<file path="src/design/tlce_pkg.sv">
// tlce_pkg: constants and key codes for the two-line text cursor editor
// no dependencies; used by the interfaces and the top level

package tlce_pkg;

   localparam int COLUMNS      = 16;
   localparam int ROWS         = 2;
   localparam int COL_W        = $clog2(COLUMNS);
   localparam int KEY_W        = 8;
   localparam int GLYPH_W      = 8;
   localparam int FRAME_COL_W  = 4;

   localparam logic [KEY_W-1:0]   KEY_UP        = 8'd128;
   localparam logic [KEY_W-1:0]   KEY_DOWN      = 8'd129;
   localparam logic [KEY_W-1:0]   KEY_LEFT      = 8'd130;
   localparam logic [KEY_W-1:0]   KEY_RIGHT     = 8'd131;
   localparam logic [KEY_W-1:0]   KEY_BACKSPACE = 8'd8;
   localparam logic [KEY_W-1:0]   CHAR_SPACE    = 8'd32;
   localparam logic [KEY_W-1:0]   CHAR_LAST     = 8'd126;
   localparam logic [GLYPH_W-1:0] CURSOR_GLYPH  = 8'd255;

   localparam logic [COL_W-1:0]   LAST_COL      = COL_W'(COLUMNS - 1);

endpackage

</file>
<file path="src/design/tlce_req_if.sv">
// tlce_req_if: key request channel, valid/ready with the key byte
// depends on tlce_pkg

interface tlce_req_if import tlce_pkg::*; ();
   logic             valid;
   logic             ready;
   logic [KEY_W-1:0] key_code;

   modport source (output valid, output key_code, input ready);
   modport sink   (input valid, input key_code, output ready);
endinterface

</file>
<file path="src/design/tlce_rsp_if.sv">
// tlce_rsp_if: frame character channel, valid/ready with row, column, glyph, last
// depends on tlce_pkg

interface tlce_rsp_if import tlce_pkg::*; ();
   logic                   valid;
   logic                   ready;
   logic                   frame_row;
   logic [FRAME_COL_W-1:0] frame_column;
   logic [GLYPH_W-1:0]     glyph;
   logic                   frame_last;

   modport source (output valid, output frame_row, output frame_column,
                   output glyph, output frame_last, input ready);
   modport sink   (input valid, input frame_row, input frame_column,
                   input glyph, input frame_last, output ready);
endinterface

</file>
<file path="src/design/two_line_text_cursor_editor.sv">
// two_line_text_cursor_editor: two-row text store with a block cursor
// depends on tlce_pkg, tlce_req_if, tlce_rsp_if

// When a key request is taken, the edit is written to the text memory and
// the cursor is updated in that same cycle; then the whole frame, row 0
// then row 1, column 0 upward, is read out of the memory one cell per
// cycle while the frame channel does not stall, and delivered with the
// cursor cell shown as 255, the last cell flagged. The frame scan walks
// through the single read port of the text memory; the next key is taken
// as soon as the scan has issued its last read, while the tail of the frame
// still drains. Back-pressure on the frame channel stalls the scan. The
// memory needs no clearing pass: per-cell valid bits, cleared by reset, make
// unwritten cells read as spaces.

module two_line_text_cursor_editor import tlce_pkg::*; (
   input  logic         clock,
   input  logic         reset,
   tlce_req_if.sink     req_chan,
   tlce_rsp_if.source   rsp_chan
);

   typedef enum logic {ST_IDLE, ST_SCAN} state_type;

   state_type          state_ff, state_in;
   logic               cur_row_ff, cur_row_in;
   logic [COL_W-1:0]   cur_col_ff, cur_col_in;
   logic               scan_row_ff, scan_row_in;
   logic [COL_W-1:0]   scan_col_ff, scan_col_in;

   logic [GLYPH_W-1:0] text_mem [ROWS][COLUMNS];
   logic               cell_vld_ff [ROWS][COLUMNS];

   logic               wr_en;
   logic               wr_row;
   logic [COL_W-1:0]   wr_col;
   logic [GLYPH_W-1:0] wr_data;

   // read stage: data registered by the memory, tags alongside
   logic               pend_valid_ff;
   logic [GLYPH_W-1:0] rd_data_ff;
   logic               rd_vld_ff;
   logic               pend_row_ff;
   logic [COL_W-1:0]   pend_col_ff;
   logic               pend_hit_ff;
   logic               pend_last_ff;

   logic                   out_valid_ff;
   logic                   out_row_ff;
   logic [FRAME_COL_W-1:0] out_col_ff;
   logic [GLYPH_W-1:0]     out_glyph_ff;
   logic                   out_last_ff;

   logic                   req_take;
   logic                   pend_move;
   logic                   rd_issue;
   logic [GLYPH_W-1:0]     pend_glyph;
   logic [COL_W+FRAME_COL_W-1:0] pend_col_ext;

   assign req_chan.ready = (state_ff == ST_IDLE);
   assign req_take       = req_chan.valid && req_chan.ready;
   assign pend_move      = pend_valid_ff && (!out_valid_ff || rsp_chan.ready);
   assign rd_issue       = (state_ff == ST_SCAN) && (!pend_valid_ff || pend_move);

   // key decode: cursor update and the one cell write it may cause
   always_comb begin
      cur_row_in = cur_row_ff;
      cur_col_in = cur_col_ff;
      wr_en      = 1'b0;
      wr_row     = cur_row_ff;
      wr_col     = cur_col_ff;
      wr_data    = req_chan.key_code;
      if (req_take) begin
         case (req_chan.key_code) inside
            KEY_UP:    cur_row_in = 1'b0;
            KEY_DOWN:  cur_row_in = 1'b1;
            KEY_LEFT: begin
               if (cur_col_ff != '0) cur_col_in = cur_col_ff - 1'b1;
            end
            KEY_RIGHT: begin
               if (cur_col_ff != LAST_COL) cur_col_in = cur_col_ff + 1'b1;
            end
            KEY_BACKSPACE: begin
               if (cur_col_ff != '0) begin
                  cur_col_in = cur_col_ff - 1'b1;
                  wr_en      = 1'b1;
                  wr_col     = cur_col_ff - 1'b1;
                  wr_data    = CHAR_SPACE;
               end
            end
            [CHAR_SPACE:CHAR_LAST]: begin
               wr_en = 1'b1;
               if (cur_col_ff != LAST_COL) cur_col_in = cur_col_ff + 1'b1;
            end
            default: ;
         endcase
      end
   end

   // frame scan sequencer
   always_comb begin
      state_in    = state_ff;
      scan_row_in = scan_row_ff;
      scan_col_in = scan_col_ff;
      if (req_take) begin
         state_in = ST_SCAN;
      end else if (rd_issue) begin
         if (scan_col_ff == LAST_COL) begin
            scan_col_in = '0;
            scan_row_in = !scan_row_ff;
            if (scan_row_ff) state_in = ST_IDLE;
         end else begin
            scan_col_in = scan_col_ff + 1'b1;
         end
      end
   end

   always_ff @(posedge clock) begin
      if (reset) begin
         state_ff    <= ST_IDLE;
         cur_row_ff  <= 1'b0;
         cur_col_ff  <= '0;
         scan_row_ff <= 1'b0;
         scan_col_ff <= '0;
      end else begin
         state_ff    <= state_in;
         cur_row_ff  <= cur_row_in;
         cur_col_ff  <= cur_col_in;
         scan_row_ff <= scan_row_in;
         scan_col_ff <= scan_col_in;
      end
   end

   // text memory, one write and one registered read per cycle
   always_ff @(posedge clock) begin
      if (wr_en) text_mem[wr_row][wr_col] <= wr_data;
      if (rd_issue) begin
         rd_data_ff <= text_mem[scan_row_ff][scan_col_ff];
         rd_vld_ff  <= cell_vld_ff[scan_row_ff][scan_col_ff];
      end
   end

   always_ff @(posedge clock) begin
      if (reset) begin
         for (int r = 0; r < ROWS; r++) begin
            for (int c = 0; c < COLUMNS; c++) begin
               cell_vld_ff[r][c] <= 1'b0;
            end
         end
      end else if (wr_en) begin
         cell_vld_ff[wr_row][wr_col] <= 1'b1;
      end
   end

   always_ff @(posedge clock) begin
      if (reset) begin
         pend_valid_ff <= 1'b0;
      end else if (rd_issue) begin
         pend_valid_ff <= 1'b1;
      end else if (pend_move) begin
         pend_valid_ff <= 1'b0;
      end
   end

   always_ff @(posedge clock) begin
      if (rd_issue) begin
         pend_row_ff  <= scan_row_ff;
         pend_col_ff  <= scan_col_ff;
         pend_hit_ff  <= (scan_row_ff == cur_row_ff) && (scan_col_ff == cur_col_ff);
         pend_last_ff <= scan_row_ff && (scan_col_ff == LAST_COL);
      end
   end

   assign pend_glyph   = pend_hit_ff ? CURSOR_GLYPH : (rd_vld_ff ? rd_data_ff : CHAR_SPACE);
   assign pend_col_ext = {{FRAME_COL_W{1'b0}}, pend_col_ff};

   always_ff @(posedge clock) begin
      if (reset) begin
         out_valid_ff <= 1'b0;
      end else if (pend_move) begin
         out_valid_ff <= 1'b1;
      end else if (rsp_chan.ready) begin
         out_valid_ff <= 1'b0;
      end
   end

   always_ff @(posedge clock) begin
      if (pend_move) begin
         out_row_ff   <= pend_row_ff;
         out_col_ff   <= pend_col_ext[FRAME_COL_W-1:0];
         out_glyph_ff <= pend_glyph;
         out_last_ff  <= pend_last_ff;
      end
   end

   assign rsp_chan.valid        = out_valid_ff;
   assign rsp_chan.frame_row    = out_row_ff;
   assign rsp_chan.frame_column = out_col_ff;
   assign rsp_chan.glyph        = out_glyph_ff;
   assign rsp_chan.frame_last   = out_last_ff;

   // scan counters sit at the first cell whenever a key can be taken
   a_idle_scan_home: assert property (@(posedge clock) disable iff (reset)
      (state_ff == ST_IDLE) |-> (!scan_row_ff && scan_col_ff == '0))
      else $error("scan counters not at home while idle");

   // a taken key always starts a frame scan
   a_key_starts_scan: assert property (@(posedge clock) disable iff (reset)
      req_take |=> (state_ff == ST_SCAN))
      else $error("key request did not start a frame scan");

   // a read result never waits behind an empty output register
   a_pend_drains: assert property (@(posedge clock) disable iff (reset)
      (pend_valid_ff && !out_valid_ff) |=> out_valid_ff)
      else $error("read stage stuck with output register free");

   // no memory write while a scan is in progress
   a_no_write_in_scan: assert property (@(posedge clock) disable iff (reset)
      (state_ff == ST_SCAN) |-> !wr_en)
      else $error("text memory written during a frame scan");

endmodule
</file>
<file path="src/flat_wrapper.sv">
// flat-port wrapper written by rule: the top's interface ports become plain ports
module two_line_text_cursor_editor_flat import tlce_pkg::*;
  (clock, reset, req_chan_valid, req_chan_key_code, req_chan_ready, rsp_chan_valid, rsp_chan_frame_row, rsp_chan_frame_column, rsp_chan_glyph, rsp_chan_frame_last, rsp_chan_ready);
  tlce_req_if req_chan_i ();
  tlce_rsp_if rsp_chan_i ();
  input  logic clock;
  input  logic reset;
  input wire logic [$bits(req_chan_i.valid)-1:0] req_chan_valid;
  input wire logic [$bits(req_chan_i.key_code)-1:0] req_chan_key_code;
  output wire logic [$bits(req_chan_i.ready)-1:0] req_chan_ready;
  output wire logic [$bits(rsp_chan_i.valid)-1:0] rsp_chan_valid;
  output wire logic [$bits(rsp_chan_i.frame_row)-1:0] rsp_chan_frame_row;
  output wire logic [$bits(rsp_chan_i.frame_column)-1:0] rsp_chan_frame_column;
  output wire logic [$bits(rsp_chan_i.glyph)-1:0] rsp_chan_glyph;
  output wire logic [$bits(rsp_chan_i.frame_last)-1:0] rsp_chan_frame_last;
  input wire logic [$bits(rsp_chan_i.ready)-1:0] rsp_chan_ready;
  assign req_chan_i.valid = req_chan_valid;
  assign req_chan_i.key_code = req_chan_key_code;
  assign req_chan_ready = req_chan_i.ready;
  assign rsp_chan_valid = rsp_chan_i.valid;
  assign rsp_chan_frame_row = rsp_chan_i.frame_row;
  assign rsp_chan_frame_column = rsp_chan_i.frame_column;
  assign rsp_chan_glyph = rsp_chan_i.glyph;
  assign rsp_chan_frame_last = rsp_chan_i.frame_last;
  assign rsp_chan_i.ready = rsp_chan_ready;
  two_line_text_cursor_editor u_core (.clock(clock), .reset(reset), .req_chan(req_chan_i), .rsp_chan(rsp_chan_i));
endmodule
</file>
<file path="config.mk">
export PLATFORM = sky130hd
export DESIGN_NAME = two_line_text_cursor_editor_flat
export DESIGN_NICKNAME = d
export VERILOG_FILES = /design/src/design/tlce_pkg.sv /design/src/design/tlce_req_if.sv /design/src/design/tlce_rsp_if.sv /design/src/design/two_line_text_cursor_editor.sv /design/src/flat_wrapper.sv
export SDC_FILE = /design/constraint.sdc
export NUM_CORES = 1
export LEC_CHECK = 0
export ABC_CLOCK_PERIOD_IN_PS = 3020
export BUFFER_PORTS_ARGS = -buffer_cell sky130_fd_sc_hd__buf_2
export CAP_MARGIN = 20
export CORE_ASPECT_RATIO = 1.1
export CORE_UTILIZATION = 50
export DETAILED_ROUTE_END_ITERATION = 16
export HOLD_SLACK_MARGIN = 0.06
export PLACE_DENSITY = 0.67
export SLEW_MARGIN = 20
export SYNTH_ARGS = -nofsm -noshare
export SYNTH_HDL_FRONTEND = slang
export SYNTH_SLANG_ARGS = --single-unit
</file>
<file path="constraint.sdc">
create_clock -name clock -period 3.02 [get_ports clock]
set_clock_uncertainty 0.05 [all_clocks]
set_input_delay 0.604 -clock clock [delete_from_list [all_inputs] [get_ports clock]]
set_output_delay 0.604 -clock clock [all_outputs]
set_load 0.05 [all_outputs]
</file>
### Word level (Yosys, flattened, before mapping)

Memory sizes are Yosys's and may differ from the RTL's. A register that Yosys moved wholly into a read port is not among the register bits.
Index checks and enable logic that the tools add are counted.

* RAM bits: 288
* output and inout port bits: 16
* bits in latches: 0
* memories kept: 2
* flip-flop bits (word level): 43
* ROM bits: 0

Memories
* u_core.text_mem: depth 2, bits a word 128, rd ports 1, clocked after memory_dff 1, wr ports 1, line two_line_text_cursor_editor.sv:30 `logic [GLYPH_W-1:0] text_mem [ROWS][COLUMNS];`
* u_core.cell_vld_ff: depth 2, bits a word 16, rd ports 1, clocked after memory_dff 1, wr ports 2, line two_line_text_cursor_editor.sv:31 `logic cell_vld_ff [ROWS][COLUMNS];`

* reductions and logical operators: 27
* shift operators: 0
* bitwise logic cells: 7
* magnitude comparators: 5
* multiplexer cells: 62
* eq/ne operators: 9
* div/mod/pow operators: 0
* add/sub/neg operators: 3
* multipliers: 0

Operator list (count)
* 128-bit two-way mux: 1
* 8-bit two-way mux: 11
* 4-bit two-way mux: 13
* 16-bit two-way mux: 3
* 8-bit binary-select mux with 4-bit select: 1
* 8-bit demux with 4-bit select: 1
* 8-bit equality test, second input constant: 4
* 1-bit two-way mux: 30
* 16-bit OR reduction: 1
* 2-bit nonzero test: 6
* 5-bit greater-or-equal comparator, second input constant: 2
* 4-bit inverter with 5-bit output: 2
* 4-bit by 1-bit adder with 4-bit output, second input constant: 2
* 8-bit by 4-bit equality test with 1-bit output, second input constant: 1
* 8-bit by 6-bit greater-or-equal comparator with 1-bit output, second input constant: 1
* 8-bit by 7-bit less-or-equal comparator with 1-bit output, second input constant: 1
* 4-bit nonzero test: 2
* 1-bit logical AND: 7
* 3-bit AND reduction: 2
* 5-bit by 1-bit < comparator with 1-bit output, second input constant: 1
* 1-bit inverter: 5
* 1-bit binary-select mux with 4-bit select: 1
* 1-bit demux with 4-bit select: 1
* 4-bit equality test: 1
* 9 further kinds: 13

### Logic depth before layout (Yosys ltp)

Gate-level depths: netlist of run 1.

* word-level depth: 16
* depth in mapped cells: 10
* depth with buffers taken out: 7

### Worst setup path after synthesis of run 1

No wires, ideal clock.

* kind: in2reg
* from: input port req_chan_key_code[2]
* to: memory u_core.text_mem[1][0] (netlist bit), enable pin
* data required time: 2587 ps
* setup time: 383 ps
* setup slack: -280 ps
* cell stages on the path: 8
* data arrival time: 2867 ps
* buffers on the path: 3
* cell sequence: or4_1 -> buf_2 -> nor4_4 -> a31oi_2 -> nand2b_4 -> buf_6 -> buf_6 -> nor3_1

* cells in the longest elaborated chain, start to end: 13
* elaborated cells between the ends (all ways): 29
* those cells by class: order compare: 4; eq/ne: 5; mux: 17; bitwise: 1; reduce/logical: 2

RTL lines
* start: declaration: line flat_wrapper.sv:9 `input wire logic [$bits(req_chan_i.key_code)-1:0] req_chan_key_code;`
* 8-bit by 4-bit equality test with 1-bit output (no line)
* 4-bit two-way mux (5 in series): line two_line_text_cursor_editor.sv:73 `case (req_chan.key_code) inside`
* 4-bit two-way mux: line two_line_text_cursor_editor.sv:72 `if (req_take) begin`
* 4-bit inverter with 5-bit output (not written as such): line two_line_text_cursor_editor.sv:135 `if (wr_en) text_mem[wr_row][wr_col] <= wr_data;`
* 5-bit greater-or-equal comparator (not written as such) / 5-bit by 1-bit < comparator with 1-bit output (equally long branches): line two_line_text_cursor_editor.sv:135
* 1-bit logical AND (not written as such): line two_line_text_cursor_editor.sv:135
* 8-bit two-way mux (not written as such): line two_line_text_cursor_editor.sv:135
* 8-bit demux with 4-bit select: line two_line_text_cursor_editor.sv:135
* 128-bit two-way mux (not written as such) (*): line two_line_text_cursor_editor.sv:135
* end: declaration: line two_line_text_cursor_editor.sv:30

Every way passes the cells marked *; elsewhere a longest branch is shown, timed or not.

### Worst setup path in the final report of run 1

* from: register u_core.cur_col_ff[1]
* to: memory u_core.text_mem[0][108] (netlist bit), enable pin

* cells in the longest elaborated chain, start to end: 14
* elaborated cells between the ends (all ways): 24
* those cells by class: add/sub: 1; order compare: 2; mux: 18; bitwise: 1; reduce/logical: 2

RTL lines
* start: declaration: line two_line_text_cursor_editor.sv:26 `logic [COL_W-1:0] cur_col_ff, cur_col_in;`
* start signal: assignment: line two_line_text_cursor_editor.sv:127 `cur_col_ff <= cur_col_in;`
* 4-bit by 1-bit subtractor with 4-bit output / 4-bit nonzero test (equally long branches): line two_line_text_cursor_editor.sv:86, two_line_text_cursor_editor.sv:83
* 4-bit two-way mux: line two_line_text_cursor_editor.sv:83 `if (cur_col_ff != '0) begin`
* 4-bit two-way mux (5 in series): line two_line_text_cursor_editor.sv:73
* 4-bit two-way mux: line two_line_text_cursor_editor.sv:72
* 4-bit inverter with 5-bit output (not written as such): line two_line_text_cursor_editor.sv:135
* 5-bit greater-or-equal comparator (not written as such) / 5-bit by 1-bit < comparator with 1-bit output (equally long branches): line two_line_text_cursor_editor.sv:135
* 1-bit logical AND (not written as such): line two_line_text_cursor_editor.sv:135
* 8-bit two-way mux (not written as such): line two_line_text_cursor_editor.sv:135
* 8-bit demux with 4-bit select: line two_line_text_cursor_editor.sv:135
* 128-bit two-way mux (not written as such) (*): line two_line_text_cursor_editor.sv:135

Marks and branches as above.

==> results of run 1 <==
-- power breakdown --
part	internal, mW	total (mW)	switching [mW]
Clock	2.04	3.64	1.60
Combinational	0.207	0.564	0.357
Sequential	5.11	5.15	0.0430
-- sequential cells by signal, indices dropped and copies added (netlist names), 4 cells and up, named ones only --
register and flops:
u_core.text_mem 256, u_core.cell_vld_ff 32, u_core.rd_data_ff 8, u_core.rsp_chan.glyph 8, u_core.cur_col_ff 4, u_core.pend_col_ff 4
u_core.rsp_chan.frame_column 4, u_core.scan_col_ff 4
-- cell usage in the layout, fill, tap and decap left out, drive strengths merged, types with 8 or more instances in the layout --
master  count
edfxtp    318
buf       118
mux4       72
nor2       51
mux2i      46
clkbuf     37
nor3       33
o21ai      31
nand2      26
clkinv     15
dfxtp      14
nand3      10
a22o        9
a221oi      9
nor2b       8
inv         8
-- per-stage QoR --
step                setup TNS, ns  hold slack, ns  utilization, %  instance area [um^2]  setup WS (ns)
global placement            -9.22           0.354            55.4                 15000         -0.121
global route                    0           0.287            58.9                 15900         0.0697
detailed placement         -12.16           0.355            55.4                 15000         -0.127
CTS                             0           0.265            58.9                 15900          0.129
finish                          0           0.278            58.9                 15900          0.208
floorplan                   -6.86           0.350               -                 13800        -0.0819
-- worst paths after layout --
check,endpoint,start,slack [ns]
setup / recovery,u_core.text_mem[0][108],u_core.cur_col_ff[1],0.21
hold / removal,u_core.state_ff,req_chan_valid,0.28
setup reg to reg,u_core.text_mem[0][108],u_core.cur_col_ff[1],0.21
hold reg to reg,u_core.rsp_chan.frame_column[1],u_core.pend_col_ff[1],0.37
-- critical path, cell delays in order (launching register included) --
cell      delay [ns]
dfxtp_1         0.32
inv_1           0.07
ha_1            0.19
or3b_2          0.54
and4_1          0.26
buf_4           0.19
nor3_2          0.13
o21bai_1        0.09
buf_4           0.18
buf_4           0.16
nor2_1          0.11
buf_4           0.19
-- cell families (layout without fill, tap and decap cells) --
group	after synthesis	in the layout	synth area share [%]
flops	332	332	71.4
mux	123	123	15.6
compound gates	86	86	4.32
simple gates	157	157	5.80
fa+ha+maj	3	3	0.273
xor+xnor	8	8	0.509
buf+inv	67	181	2.18
-- final cells by class --
type | instances | area share, %
multi-input cells | 377 | 23.4
clock inverters | 19 | 0.911
flip-flops and latches | 332 | 61.8
repair buffers | 118 | 6.00
clock buffers | 37 | 5.01
inverters | 7 | 0.165
well taps | 357 | 2.80
-- per-layer routing --
metal	GRT usage [%]	part of all wire, %
met1	28.4	40
met3	3.12	5.4
met4	8.37	3.1
met2	38.7	51
met5	0	0.043
==> results.yml, run 1 <==
synth:
  yosysMostFrequentCell: "edfxtp_1"
  syn-num-nets: 791
  syn_inst: 776
  synth_area_um2: 13800
  yosysSeqAreaShare_pct: 71.4
  synth_edf_count: 318
  synthTopCellsByCount: "318 x edfxtp_1, 72 x mux4_2, 51 x nor2_1"
  yosysTopAreaCellShare_pct: 69.3
  synth_top_area_cell: "edfxtp_1"
  synth_flop_cell: "edfxtp_1"
  synth.area.top_cells: "edfxtp_1 69%, mux4_2 12%, mux2i_1 3.3%"
  yosys_warnings: 0
  syn_avg_cell_area_um2: 17.8
  yosysUniqueCellTypes: 57
  async_reset_ff_share_pct: 0
  synth_seq_cells: 332
critical_path:
  cp-end-kind: "flip-flop"
  crit_type: "flip-flop to flip-flop"
  critPathLaunchType: "flip-flop"
  critPathMaxFanout: 8
  worst-endpoint-required_ns: 3.23
  ff2ff_path_depth: 11
  arrival_ns: 3.02
clock_tree:
  cts.clk_slew.worst_paths_ns: 0.06
  clk_latency_ns: 0.57
  cts_tree: "yes"
  cts_resized: 0
  ctsHoldBuffers: 0
  post_cts_buffers: 0
  clkSinkCount: 332
  clockBufferDepth: 3
  cts_buffers: 31
  root_buffer: "clkbuf_16"
  cts_max_level: 1
hold_path:
  hold_depth: 3
  min_path_type: "primary input to flip-flop"
cells_and_area:
  areaGrowthSynthToFinish_pct: 15.7
  num_antenna_cells: 0
  multi_input_area_um2: 3720
  final-seq-area_um2: 9840
  final_cells: 1247
  layout-drive-gt1-share_pct: 30.6
  n_fill_cell: 1937
  nNetsFinal: 882
routing:
  drt-initial-drc-count: 657
  routedWlPerCell_um: 24.1
  routed_wl_um: 30000
  first_pass_iters: 5
  postRouteAntennaNets: 0
  post-route-drc-count: 0
  viasPerCell: 5.92
  num_vias: 7379
timing:
  max_slew_margin_pct: 36.9
  worst_pin_slew_ns: 0.940
  drv_slew: 0
  finalHoldViolations: 0
  setup_viol: 0
  max_freq_mhz: 356
  min_period_over_period_pct: 93.1
  min_period_ns: 2.81
  rsz0062_at_grt: "no"
global_route:
  groute.usage.overall_pct: 22.2
  grt_overflow: 0
  grt_pass1_wl_um: 46500
  antenna_found_initial: 1
  grt_max_degree: 49
  grt_pass1_vias: 7858
place:
  placed_cells: 1191
  port_buffers: 27
  dp_hpwl_um: 19400
  place_congestion: 0.902
pwr:
  peakVddDrop_mv: 0.415
  finalPower_mw: 9.36
  p_leak_nw: 5.07
  powerDensity_nw_per_um2: 587
floorplanning:
  coreArea_um2: 27000
  die_h_um: 176
  start_util_pct: 50.9
  io_pins: 28
  row_count: 63
  die_w_um: 160
  dieArea_um2: 28200
run_status:
  status: "finished clean"
run:
  cap_viol_max_count: 0
No activity file was read; power rests on OpenSTA's default activity.
==> run 2: changes to the inputs <==
CTS_BUF_LIST = sky130_fd_sc_hd__clkbuf_16   (was default)
==> run 2 against run 1 <==
  * Count of clock-buffer cells in the layout is 6 lower
  * Global-route usage stayed put
  * Routed wire length hardly changed
  * First-iteration DRC count is 0.46% higher
  * Combinational power hardly changed
  * Final cell count stayed put
  * Register-to-register slack hardly changed
==> results.yml, run 2 (synthesis results as in run 1) <==
run_status:
  status: "finished clean"
critical_path:
  arrival_ns: 3.03
  cp_top_family: "simple AND/OR/NAND/NOR gates"
  max_stage_delay_ns: 0.54
  cp.depth: 11
  ff2ff_path_depth: 11
  critPathMaxFanout: 8
  path_buf_inv: 5
  worst-endpoint-required_ns: 3.23
  crit_type: "flip-flop to flip-flop"
  cp_common_cell: "buf_4"
  cp-end-kind: "flip-flop"
  critPathLaunchType: "flip-flop"
  path_cells: "inv_1 > ha_1 > or3b_2 > and4_1 > buf_4 > nor3_2 > o21bai_1 > buf_4 > buf_4 > nor2_1 > buf_4"
  r2r-start: "u_core.cur_col_ff[1]"
  r2r_end: "u_core.text_mem[0][108]"
  reg2reg_slack_ns: 0.20
  crit_path_top_delay_cell: "or3b_2"
  worstSetupStartpoint: "u_core.cur_col_ff[1]"
routing:
  post-route-drc-count: 0
  first_pass_iters: 5
  num_vias: 7396
  routedWlPerCell_um: 24.1
  viasPerCell: 5.93
  drt-initial-drc-count: 660
  routed_wl_um: 30000
  postRouteAntennaNets: 0
timing:
  drv_slew: 0
  worst_pin_slew_ns: 0.949
  finalHoldWorstSlack_ns: 0.277
  finalHoldViolations: 0
  min_period_ns: 2.82
  rsz0062_at_grt: "no"
  max_slew_margin_pct: 36.8
  max_freq_mhz: 355
  setup_viol: 0
  min_period_over_period_pct: 93.3
cells_and_area:
  layout-drive-gt1-share_pct: 30.6
  nNetsFinal: 882
  largest_register_ffs: 256
  final_cells: 1247
  finish.utilization_pct: 58.9
  top_register: "u_core.text_mem"
  fin_area_um2: 15900
  reg.largest.list: "u_core.text_mem: 256 flops, u_core.cell_vld_ff: 32 flops"
  areaGrowthSynthToFinish_pct: 15.7
  final_common_cell: "edfxtp_1"
  final_cell_mix: "318 x edfxtp_1, 80 x buf_4, 72 x mux4_2, 46 x mux2i_1, 43 x nor2_1"
  num_antenna_cells: 0
place:
  dp_hpwl_um: 19400
  postPlaceCellArea_um2: 15000
  port_buffers: 27
  placed_cells: 1191
  place_congestion: 0.902
clock_tree:
  root_buffer: "clkbuf_16"
  cts_tree: "yes"
  clkSinkCount: 332
  cts.clk_slew.worst_paths_ns: 0.07
  post_cts_buffers: 0
  clockBufferDepth: 3
  cts_max_level: 1
  clk_latency_ns: 0.57
  cts_buffers: 31
floorplanning:
  io_pins: 28
  row_count: 63
  die_h_um: 176
  start_util_pct: 50.9
  dieArea_um2: 28200
  die_w_um: 160
  coreArea_um2: 27000
pwr:
  p_leak_nw: 5.09
  powerDensity_nw_per_um2: 587
  finalPower_mw: 9.35
  peakVddDrop_mv: 0.415
hold_path:
  min_path_type: "primary input to flip-flop"
  min_from: "req_chan_valid"
  hold_path_end: "u_core.state_ff"
  hold_depth: 3
global_route:
  grt_max_degree: 49
  antenna_found_initial: 1
  grt_pass1_wl_um: 46500
  groute.usage.overall_pct: 22.2
  grt_overflow: 0
  grt_pass1_vias: 7858
run:
  cap_viol_max_count: 0
-- run 2: changes by cell type in the layout (fill, tap and decap cells not counted) --
| cell | before | now |
|---|---|---|
| inv_1 | 6 | 12 |
| clkbuf_1 | 6 | 0 |
-- run 2: worst min-delay path, delay by kind of cell --
kind	cells	cell delay (ns)
compound gates	1	0.05
simple gates	1	0.08
buf+inv	1	0.11
-- run 2: power breakdown --
group | leakage [nW] | internal (mW) | switching, mW
Combinational | 1.58 | 0.207 | 0.357
Sequential | 3.03 | 5.11 | 0.0429
Clock | 0.487 | 2.02 | 1.61
-- run 2: metrics by stage --
step	setup WS [ns]	setup TNS (ns)
global route	0.0694	0
floorplan	-0.0819	-6.86
global placement	-0.121	-9.22
detailed placement	-0.127	-12.16
finish	0.203	0
CTS	0.129	0
-- run 2: how the worst max path moves through the flow --
stage | slack [ns] | to
finish | 0.20 | u_core.text_mem[0][108]
global route | 0.07 | u_core.cell_vld_ff[0][9]
CTS | 0.13 | u_core.text_mem[0][40]
detailed placement | -0.13 | u_core.text_mem[1][32]
global placement | -0.12 | u_core.text_mem[1][100]
floorplan | -0.08 | u_core.text_mem[1][100]
-- run 2: repair_timing --
action | CTS | global route
endpoints found under the hold margin | 0 | 0
hold buffers | 0 | 0
gates resized for setup | 0 | 2
setup endpoints to repair | 0 | 14
-- run 2: area by class of cell --
| type | count | area [um^2] |
|---|---|---|
| Fill cell | 1937 | 11100 |
| Multi-Input combinational cell | 377 | 3720 |
| Inverter | 7 | 26.3 |
| Clock buffer | 31 | 776 |
| Tap cell | 357 | 447 |
| Timing Repair Buffer | 118 | 956 |
| Sequential cell | 332 | 9840 |
| Clock inverter | 25 | 168 |
-- run 2: metal layers --
layer / global-route usage [%] / share of wire [%]
met1: 28.4 / 40
met2: 38.7 / 51
met3: 3.12 / 5.3
met4: 8.37 / 3.0
met5: 0 / 0
